$ cat src/rtl/scc_pkg.sv
// Shared types and constants for the segment crossing counter.
package scc_pkg;

	localparam int COORD_W    = 32;
	localparam int DIFF_W     = COORD_W + 1;
	localparam int PROD_W     = 2 * DIFF_W;
	localparam int COUNT_W    = 16;
	localparam int S_TDATA_W  = 4 * COORD_W;
	localparam int M_TDATA_W  = 24;
	localparam int QUEUE_DEPTH = 8;
	localparam int QPTR_W     = 3;
	localparam int QCNT_W     = 4;

	typedef logic signed [COORD_W-1:0] coord_t;
	typedef logic signed [DIFF_W-1:0]  diff_t;
	typedef logic signed [PROD_W-1:0]  prod_t;

	// query register indexes on the config port
	typedef enum logic [1:0] {
		REG_START_X = 2'd0,
		REG_START_Y = 2'd1,
		REG_END_X   = 2'd2,
		REG_END_Y   = 2'd3
	} cfg_reg_t;

	// classified word handed from the front end to the queue
	typedef struct packed {
		logic valid;
		logic hit;
		logic last;
	} cls_t;

endpackage

$ cat src/rtl/scc_back.sv
// Back end: result queue, saturating set counter and output register.
module scc_back #(
	parameter logic [scc_pkg::COUNT_W-1:0] CountCap = 16'hFFFF
) (
	input  logic                            clk,
	input  logic                            arst_n,
	input  scc_pkg::cls_t                   cls,
	output logic [scc_pkg::QCNT_W-1:0]      q_used,
	output logic                            m_tvalid,
	input  logic                            m_tready,
	output logic [scc_pkg::M_TDATA_W-1:0]   m_tdata,
	output logic                            m_tlast
);

	logic [1:0]                  mem_q [scc_pkg::QUEUE_DEPTH];
	logic [scc_pkg::QPTR_W-1:0]  wr_ptr_q, rd_ptr_q;
	logic [scc_pkg::QCNT_W-1:0]  used_q;
	logic                        pop;
	logic                        pop_hit, pop_last;
	logic [scc_pkg::COUNT_W-1:0] run_cnt_q, new_cnt, count_q;
	logic                        crosses_q, last_q, valid_q;

	assign q_used   = used_q;
	assign pop      = (used_q != '0) && (!valid_q || m_tready);
	assign pop_hit  = mem_q[rd_ptr_q][1];
	assign pop_last = mem_q[rd_ptr_q][0];
	assign new_cnt  = (pop_hit && run_cnt_q < CountCap) ? run_cnt_q + 1'b1 : run_cnt_q;

	always_ff @(posedge clk) begin
		if (cls.valid)
			mem_q[wr_ptr_q] <= {cls.hit, cls.last};
	end

	always_ff @(posedge clk or negedge arst_n) begin
		if (!arst_n) begin
			wr_ptr_q  <= '0;
			rd_ptr_q  <= '0;
			used_q    <= '0;
			run_cnt_q <= '0;
			valid_q   <= 1'b0;
		end else begin
			if (cls.valid)
				wr_ptr_q <= wr_ptr_q + 1'b1;
			if (pop)
				rd_ptr_q <= rd_ptr_q + 1'b1;
			used_q <= used_q + scc_pkg::QCNT_W'(cls.valid) - scc_pkg::QCNT_W'(pop);
			if (pop) begin
				valid_q   <= 1'b1;
				run_cnt_q <= pop_last ? '0 : new_cnt;
			end else if (m_tready) begin
				valid_q <= 1'b0;
			end
		end
	end

	always_ff @(posedge clk) begin
		if (pop) begin
			crosses_q <= pop_hit;
			count_q   <= new_cnt;
			last_q    <= pop_last;
		end
	end

	assign m_tvalid = valid_q;
	assign m_tdata  = {7'b0, count_q, crosses_q};
	assign m_tlast  = last_q;

endmodule

$ cat config.mk
export PLATFORM = sky130hd
export DESIGN_NAME = scc_back
export DESIGN_NICKNAME = d
export VERILOG_FILES = /design/src/rtl/scc_pkg.sv /design/src/rtl/scc_back.sv
export SDC_FILE = /design/constraint.sdc
export NUM_CORES = 1
export LEC_CHECK = 0
export BUFFER_PORTS_ARGS = -buffer_cell sky130_fd_sc_hd__buf_2
export CAP_MARGIN = 20
export CORE_MARGIN = 1.5
export CORE_UTILIZATION = 57
export DETAILED_ROUTE_END_ITERATION = 10
export HOLD_SLACK_MARGIN = 0.12
export PLACE_DENSITY = 0.84
export SLEW_MARGIN = 15
export SYNTH_ARGS = -nofsm -noshare
export SYNTH_HDL_FRONTEND = slang
export SYNTH_SLANG_ARGS = --single-unit
$ cat constraint.sdc
create_clock -name clk -period 3.7 [get_ports clk]
set_clock_uncertainty 0.15 [all_clocks]
set_input_delay 0.74 -clock clk [delete_from_list [all_inputs] [get_ports clk]]
set_output_delay 0.74 -clock clk [all_outputs]
set_load 0.01 [all_outputs]
==> impl_summary.md, run 1 <==
Status
The flow ran to the end, and the final reports show no timing, DRC or antenna violations.

Route
Detailed routing inserted a total of 1939 vias. The detailed router finished its first iteration with 170 violations. The count of TritonRoute iterations in the first routing pass is 4.

The number of nets with antenna violations after routing is 0. Dividing the detail-routed via count by the number of cells gives 5.52. After detailed routing, the number of remaining DRC violations is 0.

The average wire per cell in the routed design is 14.3 µm. The aggregate routed wire length is 5.01 mm.

Clocking
The number of buffers added for setup after CTS is 0. Buffers inserted during clock tree synthesis total 9. The clock reaches the later pin of the worst-skew pair after 350 ps. The number of sinks handled by clock tree synthesis is 61.

The clock transition at the registers of the reported paths is 80 ps. After clock tree synthesis, the flow added hold-fix buffers numbering 0. The quantity of gates resized following cts is 0. No sink is reached through more buffers than the 2 on the longest clock path. The H-tree was split into 3 levels.

The TritonCTS clock tree is done. The root buffer cell is clkbuf_8.

Synth
The post-synthesis cell area is 2940 µm². The share of the Yosys chip area taken by registers is 57.7%. The most used standard cell by instance count after synthesis is edfxtp_1. The register bit total from synthesis is 61. Yosys attributes the largest share of cell area to edfxtp_1, dfrtp_1, nand2_1, ha_1, xor2_1. A synthesized cell averages 11.9 µm². Counting flops with a built-in enable in the synthesized netlist gives 34.

The area share of the largest cell type after synthesis is 34.7%. The fraction of synthesis flops using an asynchronous set or reset pin is 44.3%. Of all cell types, the one taking the most synthesized area is edfxtp_1. The cell count after synthesis came out at 247. Among all flip-flop cells after synthesis, the most frequent one is edfxtp_1. Counting instances in the post-synthesis netlist gives the leading cell types as edfxtp_1, nand2_1, dfrtp_1, nor2_1, inv_1. The synthesized netlist contains 46 unique library cells. The number of warnings printed during yosys synthesis is 0.

Place
The number of port buffers is 28. The HPWL after detailed placement is 3.41 mm. Prior to clock tree synthesis, the placed netlist has a worst setup slack of 955 ps. At the end of routability-driven placement, the weighted congestion stood at 0.872. The placed instance area is 3120 µm². The number of placed instances with taps included is 335.

Floorplanning
The floorplan die width is 74.8 µm. The total number of placement rows is 25. The y dimension of the die is 74.8 µm. The number of I/O pins is 36. The die covers 5600 µm². In this run the standard cell core region covers 4850 µm². For this configuration, the core starts out at a cell density of 60.6%.

Power and ir drop
Summed over all nets, the switching power comes to 0.858 mW. The clock group share of total power is 25.9%. The power share of the sequential group is 42.7%. Per report_power, the combinational group accounts for 31.4% of the total.

The power per cell area is 745 nW/µm². The maximum VDD drop is 0.528 mV. The leakage power is 1.38 nW.

The internal power of the cells totals 1.62 mW. Of the total power, the share spent switching nets is 34.6%.

Global routing
The pin count of the biggest net entering global routing is 28. The met1 routing resource usage after global routing is 25.5%. The met2 track utilization from global routing is 33.9%.

Summed over all layers, the global routing overflow is 0. The wire length of the first global-routing pass is 8.47 mm. The number of global-route vias before repair was 1856. The busiest metal layer after global routing is met2.

For met3 alone, demand over resource in global routing was 9.10%. Global routing consumed, over all layers together, 21.0% of the routing resources. The number of antenna violations at the first check in global routing came to 0.

Critical path
The arrival time at the worst endpoint is 2750 ps. The kind of capture point of the worst setup path is a register. The category of the most critical setup path is reg2reg. For the worst setup path, the data required time is 3780 ps. The delay of the slowest cell on the worst path is 380 ps.

The largest fanout of any net on the critical path is 18. The cell type of the slowest stage on the worst timing path is dfrtp_1. Measured in cells, the most critical reg-to-reg path has a length of 11.

Walking the worst path, the cells encountered are inv_1 -> ha_1 -> nor3b_1 -> nand2b_1 -> buf_4 -> inv_1 -> ha_1 -> inv_1 -> ha_1 -> fa_1 -> xor2_1. The endpoint of the worst-slack reg-to-reg timing path is q_used[2]. The startpoint kind of the worst setup timing path is a register. The startpoint of the lowest-slack register-to-register path is q_used[2].

The register-to-register path setup slack is 1030 ps.

Timing
The count of final max-slew check failures came to 0. The post-layout minimum cycle time is 2670 ps. The worst path uses 72.1% of the clock period. The setup slack of the critical path after layout is 1030 ps. The worst slack on hold paths is 246 ps. Setup violations remaining at the end of the flow were counted as 0.

The relative slew slack is 56.2%. The maximum frequency from static timing analysis is 0.375 GHz. The slew at the pin with the worst max-slew slack is 650 ps.

Setup repair after global routing left no endpoint under its margin. The final setup TNS is 0 ps. The hold violation count in the final report is 0.

Cells and area
The final non-filler cell total is 351. The number of diodes added for antenna fixing is 0. The total number of nets in the final design is 294. In the final layout, the share of cells above drive strength 1 is 18.3%.

The signed area change from the synthesized netlist to the final layout is 13.3%. With fillers left out, the area of the finished cells amounts to 3330 µm².

Run
Max-cap violations in this run came to 0.

Hold path
The type of the most critical hold path is in2async.
logic make-up after synthesis:
kind of cell,count (synthesis),share of synthesized area [%]
fa+ha+maj,9,4.09
buf+inv,28,4.64
flops,61,57.7
compound gates,30,7.19
mux,8,4.85
simple gates,89,15.1
other cells,1,0.128
xor+xnor,21,6.26
sequential cells by signal (all words and copies together) (netlist names):
name	count
crosses_q	1
rd_ptr_q	3
m_tlast	1
wr_ptr_q	3
run_cnt_q	16
mem_q	16
m_tvalid	1
count_q	16
q_used	4
critical path, delay by kind of cell (launching register included):
kind,cells,cell delay (ps)
XOR/XNOR,1,170
AND/OR/NAND/NOR,2,400
buffers and inverters,4,440
adder cells (fa/ha/maj),4,1000
flip-flops,1,380
layer usage:
metal,routed length (µm),vias up
met2,2540,50
li1,-,941
met5,0,-
met4,79,0
met3,230,11
met1,2160,937
power groups by stage:
stage	clock network, mW	registers [mW]	logic [mW]
after CTS	0.652	1.06	0.785
after floorplan	0	1.08	0.531
final	0.644	1.06	0.779
after global routing	0.688	1.09	0.877
after detailed placement	0	1.07	0.778
after global placement	0	1.07	0.744
stage by stage:
step	utilization, %	power, mW
final	68.7	2.48
after global placement	64.3	1.81
after global routing	68.7	2.65
after detailed placement	64.3	1.85
after floorplan	-	1.61
after CTS	68.7	2.50
cell usage in the layout (no fill, tap or decap), types with 2 or more instances in the layout:
cell type / netlist / layout
edfxtp_1: 34 / 34
nand2_1: 29 / 29
buf_2: 1 / 28
dfrtp_1: 27 / 27
nor2_1: 16 / 16
inv_1: 12 / 12
xor2_1: 11 / 11
xnor2_1: 10 / 10
clkbuf_8: 0 / 9
ha_1: 8 / 8
nor3_1: 7 / 7
o21ai_0: 7 / 7
conb_1: 1 / 7
nand2b_1: 6 / 6
nand4_1: 5 / 5
nand3_1: 5 / 5
or4_1: 5 / 5
nor4_1: 4 / 4
o211ai_1: 4 / 4
a21oi_1: 3 / 3
clkinv_2: 0 / 3
buf_4: 8 / 3
nor3b_1: 2 / 2
mux4_2: 2 / 2
mux2i_1: 2 / 2
mux4_1: 2 / 2
and4_1: 2 / 2
or3_1: 2 / 2
a21o_1: 2 / 2
a22o_1: 2 / 2
o22ai_1: 2 / 2
and2_1: 2 / 2
a221o_1: 2 / 2
o31ai_1: 2 / 2
clkinvlp_4: 0 / 2
bufinv_16: 0 / 2
layout make-up:
| class | instances | area (µm²) |
|---|---|---|
| Timing Repair Buffer | 31 | 163 |
| Sequential cell | 61 | 1700 |
| Clock inverter | 7 | 90.1 |
| Multi-Input combinational cell | 164 | 1130 |
| Fill cell | 356 | 1520 |
| Inverter | 12 | 45.0 |
| Clock buffer | 9 | 124 |
| Tap cell | 67 | 83.8 |
worst max-delay path by stage:
| stage | depth (start not counted) | startpoint | to | slack (ps) |
|---|---|---|---|---|
| after global routing | 11 | q_used[2] | q_used[2] | 860 |
| after CTS | 11 | q_used[2] | q_used[2] | 1020 |
| after floorplan | 9 | m_tready | q_used[2] | 780 |
| after detailed placement | 9 | m_tready | run_cnt_q[11] | 950 |
| after global placement | 10 | m_tready | q_used[2] | 1050 |
| final | 11 | q_used[2] | q_used[2] | 1030 |
Note: power is estimated with default switching activity, not from simulation.
==> run 2, diff against run 1 <==
--- a/config.mk
+++ b/config.mk
@@ -5,13 +5,14 @@
 export SDC_FILE = /design/constraint.sdc
 export NUM_CORES = 1
 export LEC_CHECK = 0
+export ABC_AREA = 1
 export BUFFER_PORTS_ARGS = -buffer_cell sky130_fd_sc_hd__buf_2
 export CAP_MARGIN = 20
 export CORE_MARGIN = 1.5
-export CORE_UTILIZATION = 57
+export CORE_UTILIZATION = 58
 export DETAILED_ROUTE_END_ITERATION = 10
 export HOLD_SLACK_MARGIN = 0.12
-export PLACE_DENSITY = 0.84
+export PLACE_DENSITY = 0.85
 export SLEW_MARGIN = 15
 export SYNTH_ARGS = -nofsm -noshare
 export SYNTH_HDL_FRONTEND = slang
==> constraint.sdc (replaced) <==
create_clock -name clk -period 2.8 [get_ports clk]
set_clock_uncertainty 0.15 [all_clocks]
set_input_delay 0.56 -clock clk [delete_from_list [all_inputs] [get_ports clk]]
set_output_delay 0.56 -clock clk [all_outputs]
set_load 0.01 [all_outputs]
==> run 2 against run 1 <==
Combinational power rose by 53%. Setup slack got worse by 430 ps. Largest power group unchanged. Fmax grew 22%. Critical endpoint unchanged. Critical path type unchanged. Worst hold slack gained 77 ps. Synthesized cell count grew 43%. Global-route usage rose by 0.33 points.
==> impl_summary.md, run 2 <==
Status
The run finished with clean final reports.

Cells and area
At the end of the flow, the number of nets in the layout was 403. The signed area change from the synthesized netlist to the final layout is 13.1%. The number of diodes added for antenna fixing is 0. In the final layout, the registers with the most flip-flops are count_q x16, mem_q x16, run_cnt_q x16. The share of cells above drive strength 1 is 20.4%.

The most common cell after layout, fill and taps aside is nand2_1. The top cell types in the final layout, fill and taps aside, are nand2_1, inv_1, edfxtp_1. The fill cell total of the finished layout is 411.

Power and ir drop
The maximum VDD drop is 0.551 mV. The total power of the final layout is 3.46 mW. Dividing total power by cell area gives a power density of 960 nW/µm². In this run the static leakage power is 1.79 nW.

Route
The number of nets with antenna violations after routing is 0. The count of TritonRoute iterations in the first routing pass is 4. The number of DRC violations after detailed-routing iteration 0 is 100. For this run, design rule violations remaining after detail routing come to 0. The aggregate routed wire length is 5.66 mm. After detailed routing, the number of vias per cell comes to 5.07. In the final routed layout, each cell accounts on average for 12.2 µm. The final route contains 2346 vias.

Critical path
For the worst flop-to-flop path, the logic depth is 10. The worst setup path is of the reg2reg kind. The cell type of the slowest stage on the worst timing path is dfrtp_1. The number of buffers and inverters on the critical path is 3. The startpoint kind of the worst setup timing path is a register. The required time at the endpoint of the critical path is 2870 ps.

STA classifies the critical path endpoint as a register. The critical path goes through inv_1 -> ha_1 -> nand3_1 -> nand2_1 -> inv_1 -> ha_1 -> inv_1 -> ha_1 -> fa_1 -> xor2_1. The worst register-to-register path begins at q_used[2]. In this run the critical register-to-register path is captured at q_used[2]. In this design, the largest share of critical-path delay is due to adder cells. The largest fanout of any net on the critical path is 2.

Data on the critical path arrives at its endpoint at 2270 ps. The register-to-register path setup slack is 600 ps. The delay of the slowest cell on the worst path is 390 ps.

Synth
The most used flip-flop cell after synthesis is edfxtp_1. By instance count, the leading cell after synthesis is nand2_1. Of all flip-flops after synthesis, the portion carrying an async set or reset was 44.3%. edfxtp_1 takes more of the synthesized area than any other cell.

The gate count of the mapped netlist is 354. Yosys mapped a number of flops with a built-in enable equal to 34. Synthesis inferred 61 register bits. The mapped netlist covers 3190 µm².

The area share of the largest cell type after synthesis is 32.0%. The number of different library cells used by synthesis comes to 29. The number of warnings printed during yosys synthesis is 0. By count the netlist is led by nand2_1, inv_1, edfxtp_1, nor2_1, dfrtp_1.

By area the synthesized netlist is led by edfxtp_1, dfrtp_1, nand2_1, inv_1, nand2_2. Sequential elements use 53.2% of the synthesized area. In this run the mean area of a mapped cell was 9.02 µm².

Floorplanning
The floorplan step defined a core boundary enclosing 5200 µm². 36 I/O pins were placed. The die footprint is 5960 µm². The die is 77.2 µm tall. The initial utilization of the core area, before any placement, comes to 61.3%. The total number of placement rows is 26. The floorplan step set the die width to 77.2 µm.

Global routing
The number of antenna violations at the first check in global routing came to 0. The wire length of the first global-routing pass is 9.90 mm. The number of global-route vias before repair came to 2360. Global routing used 21.4% of the available tracks across all layers.

Summed over all layers, the global routing overflow is 0. Entering global routing, the biggest net connects 28 pins.

Place
Input and output buffers added on the ports amount to 28. The HPWL after detailed placement is 4.01 mm. The routability-driven placement congestion ratio is 0.818.

Clocking
The clock drives 61 sinks. The tree is rooted in a clkbuf_8. TritonCTS built the clock tree. Buffers inserted during clock tree synthesis total 9. The number of buffers added for setup after CTS is 0. The quantity of gates resized following cts is 0. The clock transition at the registers of the reported paths is 70 ps. In this run the number of H-tree levels came out at 3.

The maximum clock path buffer count is 2. The later pin in the worst-skew pair is clocked with a latency of 340 ps.

Timing
Setup violations remaining at the end of the flow were counted as 0. The final setup TNS is 0 ps. For this run, the top clock speed supported by timing is 0.455 GHz. The hold violation count in the final report is 0. The period utilization is 78.5%. The worst path in the final design needs a cycle of 2200 ps, including I/O delays and setup. The count of final max-slew check failures was 0. At the pin with the least slew margin, the transition time is 640 ps.

Measured against its own limit, the worst slew margin works out to 57.3%. Setup repair after global routing left no endpoint under its margin.

Hold path
The worst hold path belongs to the class in2reg. For hold timing, the worst endpoint is m_tvalid. The startpoint of the lowest-slack hold path is m_tready. The worst hold path was traced through 4 stages.

Run
The max-capacitance violation count is 0.
[run 2: repair_timing]
item | 4_1_cts | 5_1_grt
hold buffers | 1 | 0
endpoints found under the hold margin | 21 | 0
setup endpoints to repair | 0 | 0
[run 2: cell families (layout without fill, tap and decap cells)]
group | after synthesis | in the layout | share of synthesized area [%]
compound gates | 9 | 9 | 1.41
xor+xnor | 14 | 14 | 3.84
fa+ha+maj | 9 | 9 | 3.76
buf+inv | 56 | 89 | 8.35
flops | 61 | 61 | 53.2
other cells | 1 | 7 | 0.117
simple gates | 204 | 204 | 29.4
[run 2: area by class of cell]
type	count	area (µm²)	area share, %
inverter	42	160	4.44
multi-input combinational	243	1250	34.7
timing repair buffer	31	165	4.58
sequential	61	1700	47.0
clock inverter	6	110	3.05
clock buffer	10	138	3.81
tap	70	87.6	2.43
[run 2: layer usage]
layer | vias to the layer above | GRT usage (%) | share of wire, %
met5 | - | 0 | 0
met3 | 17 | 5.36 | 6.1
met4 | 0 | 14.0 | 2.9
li1 | 1151 | - | -
met2 | 80 | 37.0 | 50
met1 | 1098 | 22.9 | 40
[run 2: per-stage QoR]
| step | std cells | setup slack (ps) | hold WS [ps] | instance area (µm²) | util (%) |
|---|---|---|---|---|---|
| after CTS | 463 | 581 | 316 | 3610 | 69.3 |
| after global placement | 446 | 586 | 343 | 3350 | 64.4 |
| after global routing | 463 | 469 | 356 | 3610 | 69.3 |
| after detailed placement | 446 | 487 | 369 | 3350 | 64.4 |
| after floorplan | 360 | 128 | 114 | 3210 | - |
| final | 463 | 603 | 324 | 3610 | 69.3 |
[run 2: where the power goes]
group | internal, mW | switching, mW
clock network | 0.613 | 0.337
logic | 0.403 | 0.783
registers | 1.20 | 0.132
[run 2: worst register-to-register path: stages, from the launching register on]
cell	delay [ps]
dfrtp_1	390
inv_1	90
ha_1	160
nand3_1	80
nand2_1	90
inv_1	60
ha_1	280
inv_1	40
ha_1	200
fa_1	380
xor2_1	170
[run 2: worst max path at each step]
stage	startpoint	depth (start not counted)	end	slack, ps
floorplan	m_tready	10	q_used[2]	130
global placement	m_tready	10	q_used[2]	590
detailed placement	m_tready	10	q_used[2]	490
CTS	q_used[2]	10	q_used[2]	580
global route	q_used[2]	10	q_used[2]	470
finish	q_used[2]	10	q_used[2]	600
==> run 3, diff against run 2 <==
--- a/config.mk
+++ b/config.mk
@@ -9,10 +9,10 @@
 export BUFFER_PORTS_ARGS = -buffer_cell sky130_fd_sc_hd__buf_2
 export CAP_MARGIN = 20
 export CORE_MARGIN = 1.5
-export CORE_UTILIZATION = 58
+export CORE_UTILIZATION = 53
 export DETAILED_ROUTE_END_ITERATION = 10
 export HOLD_SLACK_MARGIN = 0.12
-export PLACE_DENSITY = 0.85
+export PLACE_DENSITY = 0.82
 export SLEW_MARGIN = 15
 export SYNTH_ARGS = -nofsm -noshare
 export SYNTH_HDL_FRONTEND = slang
==> constraint.sdc (replaced) <==
create_clock -name clk -period 2 [get_ports clk]
set_clock_uncertainty 0.15 [all_clocks]
set_input_delay 0.4 -clock clk [delete_from_list [all_inputs] [get_ports clk]]
set_output_delay 0.4 -clock clk [all_outputs]
set_load 0.01 [all_outputs]
==> run 3 against run 2 <==
The flow now finishes with violations (setup timing). Global-route usage down 0.17 points. Critical path depth unchanged. Non-clock buffer count up 14. Sequential power up 40%. First-iteration DRC count up 53%. Clock power up 53%. Fmax up 6.1%. Register-to-register slack worse by 670 ps.
==> impl_summary.md, run 3 (synthesis gave the netlist of run 2 again) <==
Timing
On the final layout, the worst hold slack is 178 ps. The maximum frequency from static timing analysis is 0.483 GHz. Setup repair after global routing could not meet its margin everywhere. Setup slack on the critical path of the routed design comes to -70.3 ps. The routed design could run at a clock period as short as 2070 ps. The final setup TNS is -116 ps.

The relative slew slack is 57.2%. The count of final max-slew check failures is 0. The hold violation count in the final report came to 0. Dividing the final minimum period by the clock period gives 104%. Setup violations remaining at the end of the flow were counted as 2.

The slew at the pin with the worst max-slew slack is 642 ps.

Global routing
Global routing used 21.2% of the available tracks. The number of antenna violations at the first check in global routing is 0. Entering global routing, the biggest net connects 28 pins.

The total overflow reported by the global router is 0. The first global-routing pass estimated 10.3 mm of wire. The number of global-route vias before repair came to 2322.

Clocking
For the worst-skew pair, the clock arrives at the later sink with an insertion delay of 350 ps. TritonCTS built the clock tree. Clock-pin slew was measured on the worst setup and hold paths at 70 ps. The tree built by TritonCTS fans out to 61 sinks. In this run the deepest clock path goes through 2 buffers. The clock buffer count from CTS is 9.

The root buffer cell is clkbuf_8. In this run the number of H-tree levels came out at 3.

Cells and area
The finished layout holds 482 standard cells, fillers aside. In the final layout, the registers with the most flip-flops are count_q x16, mem_q x16, run_cnt_q x16. The library cells used most frequently in the layout, excluding fill and tap cells, are nand2_1, inv_1, edfxtp_1. The final layout contains 417 nets. The post-route netlist has 26.0% of its cells at a drive strength greater than 1. The most common cell after layout, fill and taps aside is nand2_1.

The design area is 3800 µm². The number of diodes added for antenna fixing is 0. From synthesis to final layout, the design area changed by 19.1%.

Place
Routability-driven placement finished with a final weighted congestion of 0.828. The count of buffers added on input and output ports is 28. Summed over all nets, the half-perimeter wirelength after detailed placement is 4.15 mm. The setup slack after placement is -188 ps.

Including well taps, the total number of placed cells is 461. Summing all placed instances gives a cell area of 3470 µm².

Hold path
The startpoint of the lowest-slack hold path is m_tready. The worst hold path terminates at m_tvalid. The type of the most critical hold path is in2reg. Along the worst hold path, the cell count comes to 4.

Power and ir drop
Net switching is 35.7% of the power. The analysis attributes to net switching a power of 1.94 mW. Sequential cells burn 34.4% of the power. Cell internal power was estimated by the tool at 3.48 mW. Across the VDD grid, the largest voltage drop is 1.11 mV.

The clock group share of total power is 26.8%. The part of the total power dissipated in combinational logic is 38.8%. The power per cell area is 1420 nW/µm². The leakage power is 1.86 nW.

Floorplanning
The core region is 5850 µm². The total number of placement rows is 28. Measured along the x axis, the die boundary spans 80.6 µm.

The number of I/O pins is 36. From bottom edge to top edge, the die measures 80.6 µm. The die footprint is 6500 µm².

Once the floorplan was initialized, standard cells occupied 54.6% of the core.

Status
The flow ran to the end, but the final reports show violations. The checks that failed: setup timing.

Route
The first detailed-routing pass ran for 4 iterations. For this block, the routed nets add up to 6.11 mm of wire. The average wire per cell in the routed design is 12.7 µm. The number of nets with antenna violations after routing is 0. After detailed routing, the number of vias per cell comes to 4.84. The detailed router finished its first iteration with 153 violations.

The final route contains 2335 vias. For this run, design rule violations remaining after detail routing come to 0.

Critical path
For the worst flop-to-flop path, the logic depth is 10. Walking the worst path, the cells encountered are inv_2 -> ha_4 -> nand3_2 -> nand2_2 -> clkinvlp_4 -> ha_4 -> inv_2 -> ha_4 -> fa_2 -> xor2_1. The worst register-to-register path ends at q_used[2].

The register-to-register path setup slack is -70 ps. The largest fanout of any net on the critical path is 2. The number of buffers and inverters on the critical path is 3. Grouping stages by cell kind, the critical path spends the most delay in adder cells. The critical path is of the reg2reg type. The startpoint kind of the worst setup timing path is a register.

In this design, the stage delay of the slowest critical-path cell is 400 ps. The most frequent cell on the critical path is ha_4. The startpoint of the lowest-slack register-to-register path is q_used[2]. The arrival time at the worst endpoint is 2150 ps. Data on the critical path is required at its endpoint by 2080 ps. The worst setup path is captured at a register. Among all stages on the critical path, the largest delay is contributed by dfrtp_1.

Run
Max-cap violations in this run came to 0.
## run 3: how the worst max path moves through the flow
stage,startpoint,depth (start not counted),to
2_1_floorplan,q_used[2],11,q_used[2]
3_3_place_gp,q_used[2],10,q_used[2]
3_5_place_dp,q_used[2],10,q_used[2]
4_1_cts,q_used[2],10,q_used[2]
5_1_grt,q_used[2],10,q_used[2]
6_report,q_used[2],10,q_used[2]
## run 3: final cells by class
cell class	count	area, µm²
clock buffers	9	124
clock inverters	7	138
fillers	444	2050
inverters	42	164
multi-input cells	243	1300
flip-flops and latches	61	1700
well taps	75	93.8
repair buffers	45	283
## run 3: per-stage QoR
step | total power, mW | utilization (%)
after floorplan | 3.22 | -
after global placement | 3.76 | 59.3
after global routing | 5.79 | 65.0
after CTS | 5.42 | 64.6
after detailed placement | 3.86 | 59.3
final | 5.41 | 65.0
## run 3: power by group through the flow
stage	Clock, mW	Combinational (mW)	Sequential, mW
after floorplan	0	1.30	1.92
after detailed placement	0	1.99	1.87
after CTS	1.47	2.09	1.86
after global placement	0	1.90	1.86
after global routing	1.52	2.37	1.90
final	1.45	2.10	1.86
## run 3: what timing repair did
item / in CTS / in global routing
pin swaps: 6 / 2
endpoints found under the setup margin: 2 / 15
setup buffers: 2 / 2
hold buffers: 1 / 0
gates cloned: 0 / 0
gates resized for setup: 7 / 2
endpoints found under the hold margin: 27 / 0
## run 3: worst reg2reg max path: stages, from the launching register on
cell and delay [ps]:
dfrtp_1 400, inv_2 80, ha_4 130, nand3_2 60, nand2_2 90, clkinvlp_4 110, ha_4 270, inv_2 40
ha_4 160, fa_2 330, xor2_1 150
## run 3: layer usage
layer  wire length (µm)  track usage (%)  up-vias
met4                126             10.9        0
met2               3120             36.2       53
li1                   -                -     1181
met3                219             4.77       12
met5                  0                0        -
met1               2650             24.8     1089
